==> src/hw/rtl/bhs_pkg.sv <==
// ----------------------------------------------------------------------------
// bhs_pkg
// Types and constants shared by the bucketed hash set unit.
// ----------------------------------------------------------------------------
package bhs_pkg;

    localparam int KEY_W       = 31;
    localparam int TS_W        = 7;
    localparam int BUCKET_OUT_W = 6;
    localparam int COUNT_OUT_W = 9;
    localparam int BIT_CNT_W   = 5;

    localparam logic [TS_W-1:0]      TS_RESET      = 7'd64;
    localparam logic [BIT_CNT_W-1:0] BIT_CNT_START = 5'd30;

    localparam logic [1:0] FUNC_INSERT = 2'd0;
    localparam logic [1:0] FUNC_REMOVE = 2'd1;
    localparam logic [1:0] FUNC_SEARCH = 2'd2;

    typedef enum logic [2:0] {
        ST_INSERTED = 3'd0,
        ST_PRESENT  = 3'd1,
        ST_FULL     = 3'd2,
        ST_REMOVED  = 3'd3,
        ST_FOUND    = 3'd4,
        ST_MISSING  = 3'd5
    } bhs_status_t;

    typedef struct packed {
        logic [1:0]       func;
        logic [KEY_W-1:0] key;
    } bhs_req_t;

    typedef struct packed {
        bhs_status_t              status;
        logic [BUCKET_OUT_W-1:0]  bucket;
        logic [COUNT_OUT_W-1:0]   entry_count;
    } bhs_rsp_t;

    typedef enum logic [2:0] {
        S_CLEAR,
        S_IDLE,
        S_DIV,
        S_READ,
        S_CHECK
    } bhs_state_t;

    typedef struct packed {
        logic clear_wr;
        logic load;
        logic div_step;
        logic commit;
    } bhs_cmd_t;

    typedef struct packed {
        logic clear_last;
        logic div_last;
        logic rsp_busy;
    } bhs_stat_t;

endpackage

==> src/hw/rtl/bhs_controller.sv <==
// ----------------------------------------------------------------------------
// bhs_controller
// Sequences the clearing pass, the serial hash, the bucket access and commit.
// ----------------------------------------------------------------------------
module bhs_controller
    import bhs_pkg::*;
(
    input  logic      clk,
    input  logic      rst_n,
    input  logic      req_valid,
    output logic      req_stall,
    input  bhs_stat_t stat,
    output bhs_cmd_t  cmd
);

    bhs_state_t state_reg;
    bhs_state_t state_next;

    always_ff @(posedge clk or negedge rst_n)
    begin
        if (!rst_n)
        begin
            state_reg <= S_CLEAR;
        end
        else
        begin
            state_reg <= state_next;
        end
    end

    always_comb
    begin
        state_next = state_reg;
        unique case (state_reg)
            S_CLEAR:
            begin
                if (stat.clear_last)
                begin
                    state_next = S_IDLE;
                end
            end
            S_IDLE:
            begin
                if (req_valid)
                begin
                    state_next = S_DIV;
                end
            end
            S_DIV:
            begin
                if (stat.div_last)
                begin
                    state_next = S_READ;
                end
            end
            S_READ:
            begin
                state_next = S_CHECK;
            end
            S_CHECK:
            begin
                if (!stat.rsp_busy)
                begin
                    state_next = S_IDLE;
                end
            end
            default:
            begin
                state_next = S_CLEAR;
            end
        endcase
    end

    always_comb
    begin
        cmd       = '0;
        req_stall = 1'b1;
        unique case (state_reg)
            S_CLEAR:
            begin
                cmd.clear_wr = 1'b1;
            end
            S_IDLE:
            begin
                req_stall = 1'b0;
                cmd.load  = req_valid;
            end
            S_DIV:
            begin
                cmd.div_step = 1'b1;
            end
            S_READ:
            begin
                cmd = '0;
            end
            S_CHECK:
            begin
                cmd.commit = !stat.rsp_busy;
            end
            default:
            begin
                cmd = '0;
            end
        endcase
    end

endmodule

==> config.mk <==
export PLATFORM = sky130hd
export DESIGN_NAME = bhs_controller
export DESIGN_NICKNAME = d
export VERILOG_FILES = /design/src/hw/rtl/bhs_pkg.sv /design/src/hw/rtl/bhs_controller.sv
export SDC_FILE = /design/constraint.sdc
export NUM_CORES = 1
export LEC_CHECK = 0
export ABC_AREA = 0
export BUFFER_PORTS_ARGS = -buffer_cell sky130_fd_sc_hd__buf_2
export CORE_AREA = 5 5 42 44
export CTS_BUF_LIST = sky130_fd_sc_hd__clkbuf_4 sky130_fd_sc_hd__clkbuf_8 sky130_fd_sc_hd__clkbuf_16
export DETAILED_ROUTE_END_ITERATION = 8
export DIE_AREA = 0 0 47 49
export PLACE_DENSITY_LB_ADDON = 0.12
export SYNTH_ARGS = -nofsm -noshare
export SYNTH_HDL_FRONTEND = slang
export SYNTH_SLANG_ARGS = --single-unit
==> constraint.sdc <==
create_clock -name clk -period 1.6 [get_ports clk]
set_clock_uncertainty 0.05 [all_clocks]
set_input_delay 0.32 -clock clk [delete_from_list [all_inputs] [get_ports clk]]
set_output_delay 0.32 -clock clk [all_outputs]
set_load 0.01 [all_outputs]
==> results of run 1 <==
-- layer usage --
metal,up-vias,GRT usage (%)
met5,-,0
met4,0,1.382
met3,0,5.904
met2,9,4.525
met1,89,6.181
li1,104,-
-- logic make-up (layout without fill, tap and decap cells) --
family	count (synthesis)	count (layout)	synth area share, %
AND/OR/NAND/NOR	13	13	36.42
AO/OA/AOI/OAI	3	3	13.25
flip-flops	3	3	39.73
buffers and inverters	2	17	4.631
multiplexers	1	1	5.960
-- power by group --
part	switching [W]	internal (W)
registers	0.0000611	0.000115
clock network	0.0000405	0.000110
logic	0.000123	0.000143
total	0.000225	0.000368
-- metrics by stage --
| step | TNS [ns] | area [sq um] | util, % | std cells | hold slack (ns) |
|---|---|---|---|---|---|
| floorplan | 0 | 188.9 | - | 22 | -0.02559 |
| global placement | 0 | 254.0 | 18.13 | 47 | 0.06785 |
| detailed placement | 0 | 254.0 | 18.13 | 47 | 0.06929 |
| CTS | 0 | 294.0 | 20.98 | 52 | 0.2770 |
| global route | -0.007992 | 306.5 | 21.88 | 53 | 0.2762 |
| finish | 0 | 306.5 | 21.88 | 53 | 0.2829 |
-- timing repair --
action	in CTS	in global routing
resized for setup	0	3
hold buffers	1	0
setup buffers	0	1
setup endpoints to repair	0	2
hold endpoints to repair	3	0
-- how the worst max path moves through the flow --
| stage | start | end | slack, ns | cells past startpoint |
|---|---|---|---|---|
| 3_5_place_dp | state_reg[2]$_DFFE_PN0P_ | cmd[2] | 0.28 | 4 |
| 4_1_cts | state_reg[2]$_DFFE_PN0P_ | cmd[2] | 0.02 | 4 |
| 5_1_grt | state_reg[2]$_DFFE_PN0P_ | cmd[2] | -0.008 | 4 |
| 2_1_floorplan | state_reg[2]$_DFFE_PN0P_ | cmd[2] | 0.31 | 4 |
| 6_report | state_reg[2]$_DFFE_PN0P_ | cmd[2] | 0.07 | 4 |
| 3_3_place_gp | state_reg[2]$_DFFE_PN0P_ | cmd[2] | 0.30 | 4 |
-- layout make-up --
cell class	count	area share, %
timing repair buffer	12	22.04
inverter	1	1.224
multi-input combinational	17	35.10
tap	16	6.531
clock buffer	4	9.796
sequential	3	25.31
-- worst max-delay path: stages (launching register included) --
cell	delay, ns
sky130_fd_sc_hd__dfrtp_2	0.45
sky130_fd_sc_hd__nor2b_2	0.19
sky130_fd_sc_hd__nand2b_2	0.07
sky130_fd_sc_hd__nor2_1	0.08
sky130_fd_sc_hd__buf_2	0.13
==> PnR_summary.wiki, run 1 <==
{| class="wikitable"
! Metric !! Value
|-
| Result of the run || completed
|-
| Number of primary I/O pins || 11
|-
| Global-route wire length before repair || 724 microns
|-
| Number of levels the H-tree was split into || 1
|-
| Post-detailed-route via-to-cell ratio || 3.811
|-
| Pin count of the biggest net entering global routing || 9
|-
| Syn Inst Count || 22
|-
| Arrival time reported for the critical path endpoint || 1.16 ns
|-
| RR Endpoint || state_reg[2]$_DFFE_PN0P_
|-
| Met2 routed WL || 201 microns
|-
| Root Driver || sky130_fd_sc_hd__clkbuf_4
|-
| Total clock buffers created by CTS || 3
|-
| Leftover overflow at the end of global routing || 0
|-
| Worst-case register-to-register setup slack || between 0.4 and 0.5 ns
|-
| Static leakage || approximately 0.15 nW
|-
| Count leader, synth || sky130_fd_sc_hd__nor2_1
|-
| Critical path fanouts, max || 8
|-
| Number of max-slew violations in the final report || 0
|-
| Number of register bits inferred by synthesis || 3
|-
| Number of max-capacitance violations reported || 0
|-
| Clock sink count || 3
|-
| Number of cell rows || 14
|-
| Crit path launch type || register
|-
| WHS Path Cells || 3
|-
| Type of element capturing the critical path || output pin
|-
| Fraction of layout instances using a drive strength above 1 || 59.46%
|-
| Total area of sequential cells || 77.57 sq um
|-
| Violation count after the first detailed-routing iteration || 2
|-
| CP required || 1.23 ns
|-
| Max reg flops || 3
|-
| Post-synth top flop || sky130_fd_sc_hd__dfrtp_1
|-
| Number of setup violations in the final report || 0
|-
| HP Start || stat[2]
|-
| Number of antenna violations at the first check in global routing || 0
|-
| Routability cong. || around 0.66
|-
| Worst Path Class, Setup || register to output pin
|-
| Post-synthesis instance area || roughly 190 sq um
|-
| Global-route usage over all layers || around 4.7%
|-
| Number of enable flip-flop cells after synthesis || 0
|-
| Ant diodes || 0
|-
| Multi-input combinational cell area || 107.6 sq um
|-
| Ys Warns || 0
|-
| Detailed Routing Iterations Pass 1 || 2
|-
| Wire length per cell || 8.736 microns
|-
| Proportion of register bits with asynchronous set or reset after synthesis || 100.0%
|-
| Vertical die dimension || 49 microns
|-
| P&R area growth vs syn || 62.25%
|-
| Post-synthesis net count || 28
|-
| Count of cell types in the netlist || 13
|-
| Post-Synthesis Mean Instance Area || 8.588 sq um
|-
| Number of global-route vias before repair || about 170
|-
| Top cell type's share of synthesized area || 39.74%
|-
| Worst ir drop on vdd || around 0.48 mV
|-
| Total die area || 2303 sq um
|-
| Clk Latency, worst-skew pair || 0.23 ns
|-
| NumNets Final || 44
|-
| Number of antenna-violating nets in the routed design || 0
|-
| Vias after detailed routing || 202
|-
| Highest achievable clock rate || 655.1 MHz
|-
| Number of hold violations in the final report || 0
|-
| Worst-case reg-to-reg path depth || 3
|-
| Final Cycle Share || 95.40%
|-
| Final total power || 0.0005928 W
|-
| Worst setup timing slack at the placement stage || 0.2782 ns
|-
| Path type of the worst min-delay path || input pin to register
|-
| Die Width || 47 microns
|-
| Hpwl dp || 381.2 microns
|-
| DR WL met3 || 66 microns
|-
| Topmost layer with routed signal wires || met3
|-
| Maximum clock insertion buffer count || 2
|-
| Least-Margin Pin Slew || slightly above 0.2 ns
|-
| Wire length on met1 || 195 microns
|-
| Top cells by instance count after synthesis || sky130_fd_sc_hd__nor2_1, sky130_fd_sc_hd__nand2_1, sky130_fd_sc_hd__dfrtp_1
|-
| Worst-case setup margin in the final layout || 0.07359 ns
|-
| Power density over the cells || 1934 nW/um^2
|-
| Number of filler cells placed in the layout || 173
|-
| Seq/Total Area, Yosys || 39.74%
|-
| Most common cell after layout, fill and taps aside || sky130_fd_sc_hd__buf_2
|-
| Area of the placeable core || 1401 sq um
|-
| CTS tree || yes
|-
| Clk pin slew, worst setup/hold paths || 0.04 ns
|-
| Commonest cells after routing, fill and taps aside || sky130_fd_sc_hd__buf_2, sky130_fd_sc_hd__nor2_1, sky130_fd_sc_hd__nand2_1, sky130_fd_sc_hd__clkbuf_4, sky130_fd_sc_hd__dfrtp_2
|-
| Worst-case headroom to the max-slew limit || a little under 90%
|-
| Largest area contributor in the synthesized netlist || sky130_fd_sc_hd__dfrtp_1
|-
| Hold Crit Endpoint || state_reg[0]$_DFFE_PN0P_
|-
| Most area-consuming cells after synthesis || sky130_fd_sc_hd__dfrtp_1, sky130_fd_sc_hd__nor2_1, sky130_fd_sc_hd__nand2_1, sky130_fd_sc_hd__nor3b_2, sky130_fd_sc_hd__mux2_2
|-
| Initial Utilization || 13.48%
|-
| Drt drc || 0
|-
| DRT Wirelength || 463 microns
|-
| Worst R2R Start || state_reg[0]$_DFFE_PN0P_
|-
| Number of port buffers || 10
|-
| Minimum clock period || 1.526 ns
|}
Note: power is estimated with default switching activity, not from simulation.
==> run 2: changes to the inputs <==
CTS_BUF_LIST = sky130_fd_sc_hd__clkbuf_16   (was sky130_fd_sc_hd__clkbuf_4 sky130_fd_sc_hd__clkbuf_8 sky130_fd_sc_hd__clkbuf_16)
==> run 2 against run 1 <==
  * Combinational power about the same
  * Routed wire length grew 4.8%
  * Power increased by 38%
  * Clock power rose to 2.5 times the previous value
  * Global-route usage decreased by 0.074 points
  * Flip-flop and latch count is the same
  * Die area unchanged
==> PnR_summary.wiki, run 2 (synthesized netlist as in run 1, its figures left out) <==
{| class="wikitable"
! Metric !! Value
|-
| P&R area growth vs syn || 86.09%
|-
| Leftover overflow at the end of global routing || 0 (unchanged)
|-
| Root Driver || sky130_fd_sc_hd__clkbuf_16
|-
| Commonest cells after routing, fill and taps aside || sky130_fd_sc_hd__buf_2, sky130_fd_sc_hd__nor2_1, sky130_fd_sc_hd__nand2_1
|-
| Number of max-slew violations in the final report || 0 (unchanged)
|-
| Worst R2R Start || state_reg[0]$_DFFE_PN0P_
|-
| Final Cycle Share || 94.50% (-0.90 points)
|-
| Result of the run || completed
|-
| Area of the placeable core || 1401 sq um (unchanged)
|-
| Number of port buffers || 10 (unchanged)
|-
| Fraction of layout instances using a drive strength above 1 || 51.35% (-8.1 points)
|-
| Series of cell instances along the critical path || nor2b_2, nand2b_2, nor2_1, buf_2
|-
| Final std cell area, no fill || 351.6 sq um (+15%)
|-
| Type of element capturing the critical path || output pin
|-
| Final instance count without filler cells || 53 (unchanged)
|-
| Power density over the cells || 2334 nW/um^2 (+21%)
|-
| Total negative slack for setup checks || 0 ns (unchanged)
|-
| Die Width || 47 microns (unchanged)
|-
| Least-Margin Pin Slew || 0.1863 ns (-0.01507 ns)
|-
| DRT Wirelength || 485 microns (+4.8%)
|-
| Max stage delay cell, worst path || sky130_fd_sc_hd__dfrtp_1
|-
| Number of buffer and inverter instances along the worst setup path || 1 (unchanged)
|-
| Clock sink count || 3 (unchanged)
|-
| NumNets Final || 44 (unchanged)
|-
| Vertical die dimension || 49 microns (unchanged)
|-
| Ant diodes || 0 (unchanged)
|-
| Routability cong. || 0.6564 (unchanged)
|-
| Minimum clock period || 1.512 ns (-0.01446 ns)
|-
| Clk pin slew, worst setup/hold paths || 0.03 ns (about the same)
|-
| Most common cell after layout, fill and taps aside || sky130_fd_sc_hd__buf_2
|-
| Worst-case headroom to the max-slew limit || 87.54% (+0.96 points)
|-
| Placed standard-cell area || 254.0 sq um (unchanged)
|-
| Number of antenna violations at the first check in global routing || 0 (unchanged)
|-
| Initial Utilization || 13.48% (unchanged)
|-
| Maximum single-stage delay on the critical path || 0.41 ns (-0.04 ns)
|-
| Number of levels the H-tree was split into || 1 (unchanged)
|-
| Number of setup violations in the final report || 0 (unchanged)
|-
| Post-Route Hold Slack || 0.2964 ns (+0.01344 ns)
|-
| Arrival time reported for the critical path endpoint || 1.14 ns (-0.02 ns)
|-
| Highest achievable clock rate || 661.4 MHz (+0.96%)
|-
| Worst ir drop on vdd || 0.9109 mV (+89%)
|-
| Critical path fanouts, max || 6 (-2)
|-
| Number of hold violations in the final report || 0 (unchanged)
|-
| Pin count of the biggest net entering global routing || 9 (unchanged)
|-
| CTS tree || yes
|-
| Launch point of the critical path || state_reg[0]$_DFFE_PN0P_
|-
| Wire length per cell || 9.151 microns (+4.8%)
|-
| Drt drc || 0 (unchanged)
|-
| HP Start || stat[1]
|-
| CP required || 1.23 ns (about the same)
|-
| Vias after detailed routing || 195 (-3.5%)
|-
| Hpwl dp || 381.2 microns (unchanged)
|-
| Number of cell rows || 14 (unchanged)
|-
| Total clock buffers created by CTS || 3 (unchanged)
|-
| Violation count after the first detailed-routing iteration || 5 (+3)
|-
| Crit path launch type || register
|-
| Number of global-route vias before repair || 169 (-2.9%)
|-
| Detailed Routing Iterations Pass 1 || 4 (+2)
|-
| Maximum clock insertion buffer count || 2 (unchanged)
|-
| Number of max-capacitance violations reported || 0 (unchanged)
|-
| Number of primary I/O pins || 11 (unchanged)
|-
| Kind of cell adding the most delay to the critical path || flip-flops
|-
| Number of antenna-violating nets in the routed design || 0 (unchanged)
|-
| Worst Path Class, Setup || register to output pin
|-
| Global-route wire length before repair || 724 microns (unchanged)
|-
| Clk Latency, worst-skew pair || 0.22 ns (about the same)
|-
| Path type of the worst min-delay path || input pin to register
|-
| Util after Layout || 25.09% (+3.2 points)
|-
| Max reg flops || 3 (unchanged)
|-
| Global-route usage over all layers || 4.651% (-0.074 points)
|-
| Post-detailed-route via-to-cell ratio || 3.679 (-3.5%)
|-
| Static leakage || 0.1746 nW (+17%)
|-
| Total die area || 2303 sq um (unchanged)
|-
| Placed cells || 47 (unchanged)
|}
run 2: cell types whose count changed in the layout (fill, tap and decap cells not counted):
cell | before | now
sky130_fd_sc_hd__inv_1 | 1 | 2
sky130_fd_sc_hd__dfrtp_2 | 2 | 1
sky130_fd_sc_hd__nor2_2 | 1 | 0
sky130_fd_sc_hd__clkbuf_4 | 4 | 0
sky130_fd_sc_hd__clkbuf_16 | 0 | 3
sky130_fd_sc_hd__dfrtp_1 | 1 | 2
sky130_fd_sc_hd__nor2_1 | 4 | 5
run 2: report_power, final:
part | internal, W | switching [W] | leakage (nW) | total, W
clock | 0.000322 | 0.0000635 | 0.0423 | 0.000385
combinational | 0.000140 | 0.000125 | 0.0953 | 0.000265
sequential | 0.000112 | 0.0000582 | 0.0370 | 0.000171
total | 0.000574 | 0.000246 | 0.175 | 0.000821
run 2: per-layer routing:
metal	global-route usage [%]	vias up	wire, microns
li1	-	105	-
met1	6.167	81	198
met2	4.977	9	213
met3	5.904	0	73
met4	0	0	0
met5	0	-	0
run 2: what timing repair did:
item | CTS | global route
endpoints found under the hold margin | 3 | 0
setup endpoints to repair | 0 | 2
setup buffers | 0 | 1
hold buffers | 1 | 0
resized for setup | 0 | 1
run 2: final timing paths:
check                                           endpoint  slack, ns  depth (start not counted)
max in group asynchronous       state_reg[2]$_DFFE_PN0P_       1.00                          2
worst max-delay path                              cmd[2]       0.09                          4
worst min register to register  state_reg[1]$_DFFE_PN0P_       0.49                          1
min in group asynchronous       state_reg[1]$_DFFE_PN0P_       0.38                          2
worst min-delay path            state_reg[0]$_DFFE_PN0P_       0.30                          3
worst max register to register  state_reg[2]$_DFFE_PN0P_       0.49                          3
run 2: cell type report:
| cell class | count | area (sq um) |
|---|---|---|
| flip-flops and latches | 3 | 76.32 |
| inverters | 1 | 3.754 |
| multi-input cells | 17 | 105.1 |
| clock buffers | 3 | 75.07 |
| fillers | 167 | 1050 |
| clock inverters | 1 | 3.754 |
| well taps | 16 | 20.02 |
| repair buffers | 12 | 67.56 |
run 2: through the flow:
stage | setup WS [ns] | total power, W
2_1_floorplan | 0.3148 | 0.0003336
3_3_place_gp | 0.3021 | 0.0004157
3_5_place_dp | 0.2782 | 0.0004169
4_1_cts | 0.04472 | 0.0008120
5_1_grt | -0.007568 | 0.0008762
6_report | 0.08805 | 0.0008208
run 2: worst register-to-register path: stages, from the launching register on:
cell and delay (ns):
sky130_fd_sc_hd__dfrtp_1 0.41, sky130_fd_sc_hd__nor2b_2 0.19, sky130_fd_sc_hd__buf_4 0.13, sky130_fd_sc_hd__a32o_1 0.20
